## config.mk

```make
export PLATFORM = sky130hd
export DESIGN_NAME = msie_front
export DESIGN_NICKNAME = d
export VERILOG_FILES = /design/src/msie_pkg.sv /design/src/msie_front.sv
export SDC_FILE = /design/constraint.sdc
export NUM_CORES = 1
export LEC_CHECK = 0
export BUFFER_PORTS_ARGS = -buffer_cell sky130_fd_sc_hd__buf_4
export CAP_MARGIN = 10
export CORE_MARGIN = 5
export CORE_UTILIZATION = 37
export CTS_BUF_LIST = sky130_fd_sc_hd__clkbuf_4
export DETAILED_ROUTE_END_ITERATION = 10
export GPL_ROUTABILITY_DRIVEN = 0
export PLACE_DENSITY = 0.72
export SETUP_SLACK_MARGIN = 0.3
export SYNTH_ARGS = -nofsm -noshare
export SYNTH_HDL_FRONTEND = slang
export SYNTH_SLANG_ARGS = --single-unit
```

## constraint.sdc

```tcl
create_clock -name i_clk -period 11.1 [get_ports i_clk]
set_clock_uncertainty 0.05 [all_clocks]
set_input_delay 1.665 -clock i_clk [delete_from_list [all_inputs] [get_ports i_clk]]
set_output_delay 1.665 -clock i_clk [all_outputs]
set_load 0.01 [all_outputs]
```

## src/msie_pkg.sv

```systemverilog
package msie_pkg;

    // Register file geometry.
    localparam int REGISTER_COUNT = 32;
    localparam int REG_AW = $clog2(REGISTER_COUNT);

    // Widths of the data path.
    localparam int XLEN = 32;

    // Reset values of the configuration registers.
    localparam logic [XLEN-1:0] START_ADDRESS_RST = 32'h0040_0000;
    localparam logic [XLEN-1:0] GP_INIT_RST = 32'h1000_8000;
    localparam logic [XLEN-1:0] SP_INIT_RST = 32'h1001_0000;

    // Configuration register indexes.
    localparam logic [1:0] CFG_START = 2'd0;
    localparam logic [1:0] CFG_GP = 2'd1;
    localparam logic [1:0] CFG_SP = 2'd2;

    // Registers with a fixed role: zero, gp and sp (restart values of their own), and the jal link.
    localparam logic [REG_AW-1:0] REG_X0 = 5'd0;
    localparam logic [REG_AW-1:0] REG_GP = 5'd28;
    localparam logic [REG_AW-1:0] REG_SP = 5'd29;
    localparam logic [REG_AW-1:0] REG_RA = 5'd31;

    // Input action codes.
    localparam logic [1:0] ACT_EXEC = 2'd0;
    localparam logic [1:0] ACT_LOAD = 2'd1;
    localparam logic [1:0] ACT_RESTART = 2'd2;

    // Memory request codes.
    localparam logic [1:0] MREQ_NONE = 2'd0;
    localparam logic [1:0] MREQ_LOAD = 2'd1;
    localparam logic [1:0] MREQ_STORE = 2'd2;

    // Opcodes.
    localparam logic [5:0] OPC_SPECIAL = 6'h00;
    localparam logic [5:0] OPC_J = 6'h02;
    localparam logic [5:0] OPC_JAL = 6'h03;
    localparam logic [5:0] OPC_BEQ = 6'h04;
    localparam logic [5:0] OPC_BNE = 6'h05;
    localparam logic [5:0] OPC_ADDIU = 6'h09;
    localparam logic [5:0] OPC_ANDI = 6'h0c;
    localparam logic [5:0] OPC_LUI = 6'h0f;
    localparam logic [5:0] OPC_TRAP = 6'h1a;
    localparam logic [5:0] OPC_LW = 6'h23;
    localparam logic [5:0] OPC_SW = 6'h2b;

    // Function codes of the special opcode.
    localparam logic [5:0] FN_SLL = 6'h00;
    localparam logic [5:0] FN_SRA = 6'h03;
    localparam logic [5:0] FN_JR = 6'h08;
    localparam logic [5:0] FN_MFHI = 6'h10;
    localparam logic [5:0] FN_MFLO = 6'h12;
    localparam logic [5:0] FN_MULT = 6'h18;
    localparam logic [5:0] FN_DIV = 6'h1A;
    localparam logic [5:0] FN_ADDU = 6'h21;
    localparam logic [5:0] FN_SUBU = 6'h23;
    localparam logic [5:0] FN_SLT = 6'h2A;

    // Trap codes that leave the machine running.
    localparam logic [3:0] TRAP_PRINT_INT = 4'h0;
    localparam logic [3:0] TRAP_PRINT_STR = 4'h1;
    localparam logic [3:0] TRAP_READ_INT = 4'h5;

    // Top nibble of the jump region.
    localparam logic [XLEN-1:0] JUMP_REGION_MASK = 32'hf000_0000;

    // Operation class found by the front end.
    typedef enum logic [4:0] {
        OP_SLL, OP_SRA, OP_JR, OP_MFHI, OP_MFLO, OP_MULT, OP_DIV, OP_ADDU,
        OP_SUBU, OP_SLT, OP_J, OP_JAL, OP_BEQ, OP_BNE, OP_ADDIU, OP_ANDI,
        OP_LUI, OP_TRAP_NOP, OP_TRAP_HALT, OP_LW, OP_SW, OP_UNKNOWN
    } t_op;

    // One classified input word.
    typedef struct packed {
        logic [1:0] action;
        t_op op;
        logic [REG_AW-1:0] rs;
        logic [REG_AW-1:0] rt;
        logic [REG_AW-1:0] rd;
        logic [4:0] shamt;
        logic [15:0] imm;
        logic [25:0] jfield;
        logic [XLEN-1:0] load_data;
    } t_item;

    // Head of the queue between front and back.
    typedef struct packed {
        logic valid;
        t_item item;
    } t_head;

    // One result word.
    typedef struct packed {
        logic [XLEN-1:0] next_pc;
        logic [1:0] mem_request;
        logic [XLEN-1:0] mem_address;
        logic [XLEN-1:0] store_value;
        logic halted;
        logic unknown_instruction;
    } t_res;

    // Back-end sequencer states.
    typedef enum logic [2:0] {
        S_IDLE, S_EXEC, S_MUL, S_DIV, S_DFIX
    } t_state;

    // Maps an instruction word to its operation class.
    function automatic t_op classify(input logic [XLEN-1:0] instr);
        t_op op;
        op = OP_UNKNOWN;
        case (instr[31:26])
            OPC_SPECIAL: begin
                case (instr[5:0])
                    FN_SLL: op = OP_SLL;
                    FN_SRA: op = OP_SRA;
                    FN_JR: op = OP_JR;
                    FN_MFHI: op = OP_MFHI;
                    FN_MFLO: op = OP_MFLO;
                    FN_MULT: op = OP_MULT;
                    FN_DIV: op = OP_DIV;
                    FN_ADDU: op = OP_ADDU;
                    FN_SUBU: op = OP_SUBU;
                    FN_SLT: op = OP_SLT;
                    default: op = OP_UNKNOWN;
                endcase
            end
            OPC_J: op = OP_J;
            OPC_JAL: op = OP_JAL;
            OPC_BEQ: op = OP_BEQ;
            OPC_BNE: op = OP_BNE;
            OPC_ADDIU: op = OP_ADDIU;
            OPC_ANDI: op = OP_ANDI;
            OPC_LUI: op = OP_LUI;
            OPC_TRAP: begin
                if (instr[3:0] inside {TRAP_PRINT_INT, TRAP_PRINT_STR, TRAP_READ_INT}) begin
                    op = OP_TRAP_NOP;
                end else begin
                    op = OP_TRAP_HALT;
                end
            end
            OPC_LW: op = OP_LW;
            OPC_SW: op = OP_SW;
            default: op = OP_UNKNOWN;
        endcase
        return op;
    endfunction

endpackage

```

## src/msie_front.sv

```systemverilog
module msie_front (
    input  logic                     i_clk,
    input  logic                     i_rst_n,
    input  logic                     i_push,
    output logic                     o_full,
    input  logic [1:0]               i_action,
    input  logic [31:0]              i_instr_word,
    input  logic [31:0]              i_load_data,
    output msie_pkg::t_head          o_head,
    input  logic                     i_pop
);

    msie_pkg::t_item r_q [2];
    logic            r_wp;
    logic            r_rp;
    logic [1:0]      r_cnt;
    msie_pkg::t_item w_item;
    logic            w_push;
    logic            w_pop;

    // Split the word into its fields and classify it.
    always_comb begin
        w_item.action = i_action;
        w_item.op = msie_pkg::classify(i_instr_word);
        w_item.rs = i_instr_word[25:21];
        w_item.rt = i_instr_word[20:16];
        w_item.rd = i_instr_word[15:11];
        w_item.shamt = i_instr_word[10:6];
        w_item.imm = i_instr_word[15:0];
        w_item.jfield = i_instr_word[25:0];
        w_item.load_data = i_load_data;
    end

    assign o_full = (r_cnt == 2'd2);
    assign w_push = i_push && !o_full;
    assign w_pop = i_pop && (r_cnt != 2'd0);
    assign o_head.valid = (r_cnt != 2'd0);
    assign o_head.item = r_q[r_rp];

    // Two-entry queue toward the back end.
    always_ff @(posedge i_clk) begin
        if (w_push) begin
            r_q[r_wp] <= w_item;
        end
        if (!i_rst_n) begin
            r_wp <= 1'b0;
            r_rp <= 1'b0;
            r_cnt <= 2'd0;
        end else begin
            if (w_push) begin
                r_wp <= !r_wp;
            end
            if (w_pop) begin
                r_rp <= !r_rp;
            end
            r_cnt <= r_cnt + {1'b0, w_push} - {1'b0, w_pop};
        end
    end

endmodule

```

# Yosys cells after proc, flatten, opt, wreduce, memory -nomap -nowiden
# Memory sizes are Yosys's and may differ from the RTL's. A register that Yosys moved wholly into a read port is not among the register bits.
# Cells that the tools add are included.
[word_totals] regBits=4 mem_bits_rw=202 in_bits=70 output_inout_bits=103 word_cells=45 n_memories=1
[classes] n_addsub=2 n_eq_ne=22 n_mux=7 n_reduce_logical=10
[memory_table] name="r_q" depth=2 width=101 read_ports=1 rd_clocked_by_memory_dff=1 write_ports=1 line_no="msie_front.sv:13" rtl="msie_pkg::t_item r_q [2];"
[op_table] operator="5-bit one-hot mux with 11 select lines" n=1
[op_table] operator="5-bit one-hot mux with 10 select lines" n=1
[op_table] operator="6-bit by 5-bit == test with 1-bit output, second input constant" n=5
[op_table] operator="6-bit == test, second input constant" n=5
[op_table] operator="6-bit by 4-bit == test with 1-bit output, second input constant" n=4
[op_table] operator="6-bit by 2-bit == test with 1-bit output, second input constant" n=3
[op_table] operator="6-bit by 3-bit == test with 1-bit output, second input constant" n=2
[op_table] operator="6-bit zero test" n=2
[op_table] operator="4-bit by 1-bit == test with 1-bit output, second input constant" n=1
[op_table] operator="4-bit by 3-bit == test with 1-bit output, second input constant" n=1
[op_table] operator="4-bit zero test" n=1
[op_table] operator="1-bit 2-to-1 mux" n=4
[op_table] operator="1-bit zero test" n=3
[op_table] operator="3-bit nonzero test" n=1
[op_table] operator="2-bit by 1-bit adder with 2-bit output" n=1
[op_table] operator="2-bit == test, second input constant" n=1
[op_table] operator="1-bit logical AND" n=2
[op_table] operator="2-bit 2-to-1 mux" n=1
[op_table] operator="2-bit nonzero test" n=1
[op_table] operator="2-bit by 1-bit subtractor with 2-bit output" n=1

# Logic depth before layout (Yosys ltp)
# Gate-level depths: netlist of run 1.
[depth] depth_word=5 depth_mapped=8 mapped_depth_nobuf=8

# Least setup slack after synthesis of run 1
# OpenSTA, ideal clock, no wires.
[synth_path] path_type="input to register" start="input i_push" end="memory r_q[0][0] in the netlist's numbering, enable pin" setup_time_ns=0.488 t_arrival_ns=4.476 required_ns=10.562 setup_slack_ns=6.085 stages=2 n_path_buf=0 cell_sequence="nand2_1 -> nor2_1"
[synth_via] elab_chain_len=3
[synth_lines] item="start, declared" line_no="msie_front.sv:4" rtl="input logic i_push,"
[synth_lines] item="1-bit logical AND" line_no="msie_front.sv:35" rtl="assign w_push = i_push && !o_full;"
[synth_lines] item="1-bit 2-to-1 mux" line_no="msie_front.sv:42" rtl="if (w_push) begin"
[synth_lines] item="1-bit 2-to-1 mux (not written as such)" line_no="msie_front.sv:43" rtl="r_q[r_wp] <= w_item;"
[synth_lines] item="end, declared" line_no="msie_front.sv:13"
# No other way between the ends.

==> impl_metrics.toml, run 1 <==
[power]
power.leakage_nw = 2.71
peakVddDrop_v = 0.0000650
cellPowerDensity_mw_per_mm2 = 206

[synth]
synthArstFlopShare = 0
synth.distinct_cells = 48
syn-cell-area_mm2 = 0.00572
ys.warnings.count = 0
synth_flop_cell = "edfxtp_1"
synth.most_common_cell = "edfxtp_1"
syn_inst = 340
ys_seq_elements = 135
netlist_top_cells_count = "edfxtp_1 (130), mux2_2 (65), buf_4 (37), nor2_1 (11), buf_2 (9)"
yosys.area.top_type = "edfxtp_1"
synthTopCellsByArea = "edfxtp_1 (68%), mux2_2 (13%), buf_4 (4.9%)"
syn-num-nets = 412
yosysSeqAreaShare = 0.700
postSynthAreaPerCell_um2 = 16.8
synth_edf_count = 130
synth_top_area_share = 0.683

[clock_tree]
clockRootBuffer = "clkbuf_4"
htreeDepth = 4
clk_pin_slew_ns = 0.10
cts.path.max_buffers = 2
clk_latency_ns = 0.51
cts.sinks = 135
cts_buffers = 17
ctsResizeCount = 0
hold_buffers = 0
tritoncts = "yes"
cts_setup_buffers = 0

[worst_setup_path]
cp_slowest_cell = "dfxtp_2"
crit_chain = "buf_4 > mux2_2 > buf_4"
path_buf_inv = 2
path_class = "reg -> out"
cp_common_cell = "buf_4"
cp_top_family = "buffers and inverters"
cp-start-kind = "register"
end_kind = "primary output"
crit_fanout = 42
worstPathRequired_ns = 9.39
critPathMaxStageDelay_ns = 0.70
cp_data_arrival_time_ns = 2.42

[hold_path]
hp-class = "reg -> reg"

[timing]
finalMaxSlewViolations = 0
fin_crit_sh = 0.372
max_freq_mhz = 242
rsz0062_at_grt = "no"
finalSetupViolCount = 0
tns_ns = 0
timing.final.hold_violations = 0
finalCriticalPeriod_ns = 4.13
relSlewSlack = 0.518
worstMarginPinSlew_ns = 0.721

[floorplan]
die_area_mm2 = 0.0180
coreArea_mm2 = 0.0152
rows = 45
die_h_um = 134
die_width_um = 134
start_util = 0.376
io_pins = 173

[detailed_routing]
finalWirelength_mm = 11.6
wl_per_cell_um = 16.9
viasPerCell = 4.85
first_iter_violations = 117
vias = 3316
drc = 0
dr.pass1.iters = 4
drtAntennaViolNets = 0

[place]
port_buffers = 172
dpl.hpwl_mm = 8.12

[grt]
overflow = 0
antenna_found_initial = 1
grt_pass1_wl_mm = 17.7
grt_pass1_vias = 3394
grt_usage = 0.128
grt_max_degree = 43

[cells_and_area]
fin_util = 0.473
drive_above_1_share = 0.572
area_growth_pct = 25.7
final_net_count = 554
n_fill_cell = 1317

[job]
cap_violations = 0

[outcome]
status = "completed"
## report_power, final
part | leakage, nW | switching [mW] | internal, mW | total, mW
clock | 0.156 | 0.162 | 0.163 | 0.325
sequential | 1.25 | 0.0269 | 0.645 | 0.672
combinational | 1.30 | 0.232 | 0.249 | 0.481
total | 2.71 | 0.421 | 1.06 | 1.48
## stage by stage
stage / setup slack, ns / hold slack [ns] / total power, mW / area [µm²] / cells
floorplan: 6.09 / 0.454 / 0.984 / 5720 / 340
global placement: 7.50 / 0.478 / 1.17 / 6890 / 651
detailed placement: 7.49 / 0.479 / 1.17 / 6890 / 651
CTS: 6.83 / 0.510 / 1.50 / 7180 / 683
global route: 6.77 / 0.573 / 1.56 / 7180 / 684
finish: 6.97 / 0.500 / 1.48 / 7180 / 684
## flip-flops by register name, indices dropped and copies added (netlist names), named ones only
| name | count |
|---|---|
| r_cnt | 2 |
| r_q | 130 |
| r_rp | 1 |
| r_wp | 1 |
## cell families after synthesis
family / synth area share
AOI/OAI and AO/OA: 0.0324
xor gates and xnor gates: 0.0138
adders and majority gates: 0.00438
buffers and inverters: 0.0700
DFF: 0.700
muxes: 0.130
and+or+nand+nor: 0.0492
## area by class of cell
type / count / area (µm²) / share of cell area
Multi-Input combinational cell: 149 / 1320 / 0.184
Inverter: 4 / 17.5 / 0.00244
Timing Repair Buffer: 175 / 1310 / 0.183
Tap cell: 188 / 235 / 0.0327
Sequential cell: 135 / 4010 / 0.557
Antenna cell: 1 / 2.50 / 0.000348
Clock buffer: 21 / 158 / 0.0219
Clock inverter: 11 / 131 / 0.0183
## cells in the final DEF, fill, tap and decap left out, types with 4 or more instances in the layout
cell type,n
nand2_1,5
nor2_1,10
dfxtp_1,4
nand2b_1,5
buf_4,175
clkbuf_4,21
edfxtp_1,130
a21oi_1,4
xnor2_1,6
and2_1,5
mux2_2,65
## per-layer routing
layer / part of all wire / global-route usage
met5: 0 / 0
met4: 0.019 / 0.0594
met3: 0.064 / 0.0394
met2: 0.52 / 0.223
met1: 0.39 / 0.144
## worst min-delay path: stages, from the launching register on
cell,delay [ns]
dfxtp_1,0.34
xnor2_1,0.08
nor2b_1,0.10
## final timing paths
| path | from | to | slack (ns) | cells past startpoint |
|---|---|---|---|---|
| setup / recovery | register | o_head[40] | 6.97 | 3 |
| hold reg to reg | r_rp | r_rp | 0.50 | 2 |
| hold / removal | r_rp | r_rp | 0.50 | 2 |
| setup reg to reg | r_cnt[0] | r_q[0][8] | 8.79 | 4 |
No activity file was read; power rests on OpenSTA's default activity.
==> inputs of run 2 (changes only) <==
--- a/config.mk
+++ b/config.mk
@@ -12,7 +12,7 @@
 export CTS_BUF_LIST = sky130_fd_sc_hd__clkbuf_4
 export DETAILED_ROUTE_END_ITERATION = 10
 export GPL_ROUTABILITY_DRIVEN = 0
-export PLACE_DENSITY = 0.72
+export PLACE_DENSITY = 0.74
 export SETUP_SLACK_MARGIN = 0.3
 export SYNTH_ARGS = -nofsm -noshare
 export SYNTH_HDL_FRONTEND = slang
==> constraint.sdc (replaced) <==
create_clock -name i_clk -period 3.7 [get_ports i_clk]
set_clock_uncertainty 0.05 [all_clocks]
set_input_delay 0.555 -clock i_clk [delete_from_list [all_inputs] [get_ports i_clk]]
set_output_delay 0.555 -clock i_clk [all_outputs]
set_load 0.01 [all_outputs]
==> run 2 against run 1 <==
Power grew to 3.0 times the previous value. Clock power grew to 2.9 times the previous value. Critical endpoint is now o_head[76]. Register-to-register slack lost 7.1 ns. Sequential cell count is the same. Non-clock buffer count shrank 1. Global-route usage shrank 0.28 points. Critical path depth is the same. Sequential share of layout area is essentially flat. Combinational power grew to 3.0 times the previous value. Critical path type unchanged. Die area is the same. Wire length shrank 3.5%.
==> impl_metrics.toml, run 2 (synthesis gave the netlist of run 1 again) <==
[detailed_routing]
dr.pass1.iters = 4
first_iter_violations = 130
finalWirelength_mm = 11.2
drtAntennaViolNets = 0
drc = 0
vias = 3223
viasPerCell = 4.73
wl_per_cell_um = 16.4

[floorplan]
coreArea_mm2 = 0.0152
rows = 45
io_pins = 173
die_h_um = 134
start_util = 0.376
die_area_mm2 = 0.0180
die_width_um = 134

[worst_setup_path]
cp_data_arrival_time_ns = 2.28
r2r_slack_ns = 1.73
path_buf_inv = 2
cp_slowest_cell = "dfxtp_2"
end_kind = "primary output"
critPathMaxStageDelay_ns = 0.90
crit_fanout = 33
crit_chain = "buf_12 > mux2_2 > buf_4"
cp_top_family = "flip-flops"
cp-start-kind = "register"
path_class = "reg -> out"
worstPathRequired_ns = 3.09

[power]
peakVddDrop_v = 0.000201
p_clk_frac = 0.213
p_switching_mw = 1.25
cellPowerDensity_mw_per_mm2 = 614
comb_power_share = 0.326
intPower_mw = 3.16
sw_frac_of_total = 0.284
power.leakage_nw = 2.70
seq_power_share = 0.461

[cells_and_area]
drive_above_1_share = 0.568
layout_commonest_cell = "buf_4"
area_growth_pct = 25.8
final_cell_mix = "buf_4 (172), edfxtp_1 (130), mux2_2 (65)"
top_regs = "r_q: 130 flops, r_cnt: 2 flops"
final_net_count = 553
fin_util = 0.473
regMostFlops = "r_q"
largest_register_ffs = 130

[outcome]
status = "completed"

[clock_tree]
htreeDepth = 4
cts_setup_buffers = 0
cts_buffers = 17
clk_pin_slew_ns = 0.10
ctsResizeCount = 0
clockRootBuffer = "clkbuf_4"
clk_latency_ns = 0.51
hold_buffers = 0
cts.sinks = 135
cts.path.max_buffers = 2
tritoncts = "yes"

[timing]
holdWs_ns = 0.170
relSlewSlack = 0.386
finalMaxSlewViolations = 0
finalCriticalPeriod_ns = 2.88
max_freq_mhz = 347
finalSetupViolCount = 0
fin_crit_sh = 0.779
worstMarginPinSlew_ns = 0.921
rsz0062_at_grt = "no"
tns_ns = 0
timing.final.hold_violations = 0

[grt]
grt_usage = 0.125
grt_pass1_wl_mm = 17.5
antenna_found_initial = 1
grt_pass1_vias = 3524
grt_max_degree = 66
overflow = 0

[job]
cap_violations = 0

[place]
port_buffers = 172
dpl.hpwl_mm = 7.83

[hold_path]
hp-class = "in -> reg"
run 2: cell count changes in the layout (fill, tap and decap cells not counted), sizes merged:
cell	delta
clkinv	+3
clkinvlp	-1
buf	-1
clkbuf	-3
run 2: layout make-up:
class	count	area, µm²
fill	1327	8010
sequential	135	4010
timing repair buffer	174	1330
multi-input combinational	149	1330
tap	188	235
clock inverter	13	138
clock buffer	18	135
inverter	4	17.5
antenna	1	2.50
run 2: metrics by stage:
step,power [mW],instances,instance area [µm²],setup slack (ns)
after global placement,3.51,650,6910,1.35
after detailed placement,3.54,650,6910,1.33
after CTS,4.50,681,7190,0.681
final,4.41,682,7190,0.817
after floorplan,2.95,340,5720,0.882
after global routing,4.67,682,7190,0.608
run 2: routing by layer:
layer | up-vias | part of all wire | GRT usage
met4 | 0 | 0.018 | 0.0486
met2 | 129 | 0.52 | 0.215
met1 | 1546 | 0.39 | 0.140
met5 | - | 0 | 0
met3 | 14 | 0.074 | 0.0506
li1 | 1534 | - | -
run 2: final timing paths:
path	start	depth (start not counted)	endpoint
worst max-delay path	register	3	o_head[76]
worst min-delay path	i_load_data[18]	1	r_q[1][18]
worst max register to register	r_cnt[0]	4	r_q[0][83]
worst min register to register	r_rp	2	r_rp
run 2: power groups by stage:
stage          sequential, mW  clock [mW]  combinational (mW)
2_1_floorplan            2.02           0               0.931
3_3_place_gp             2.06           0                1.45
3_5_place_dp             2.07           0                1.47
4_1_cts                  2.04       0.986                1.48
5_1_grt                  2.06        1.05                1.55
6_report                 2.03       0.939                1.44
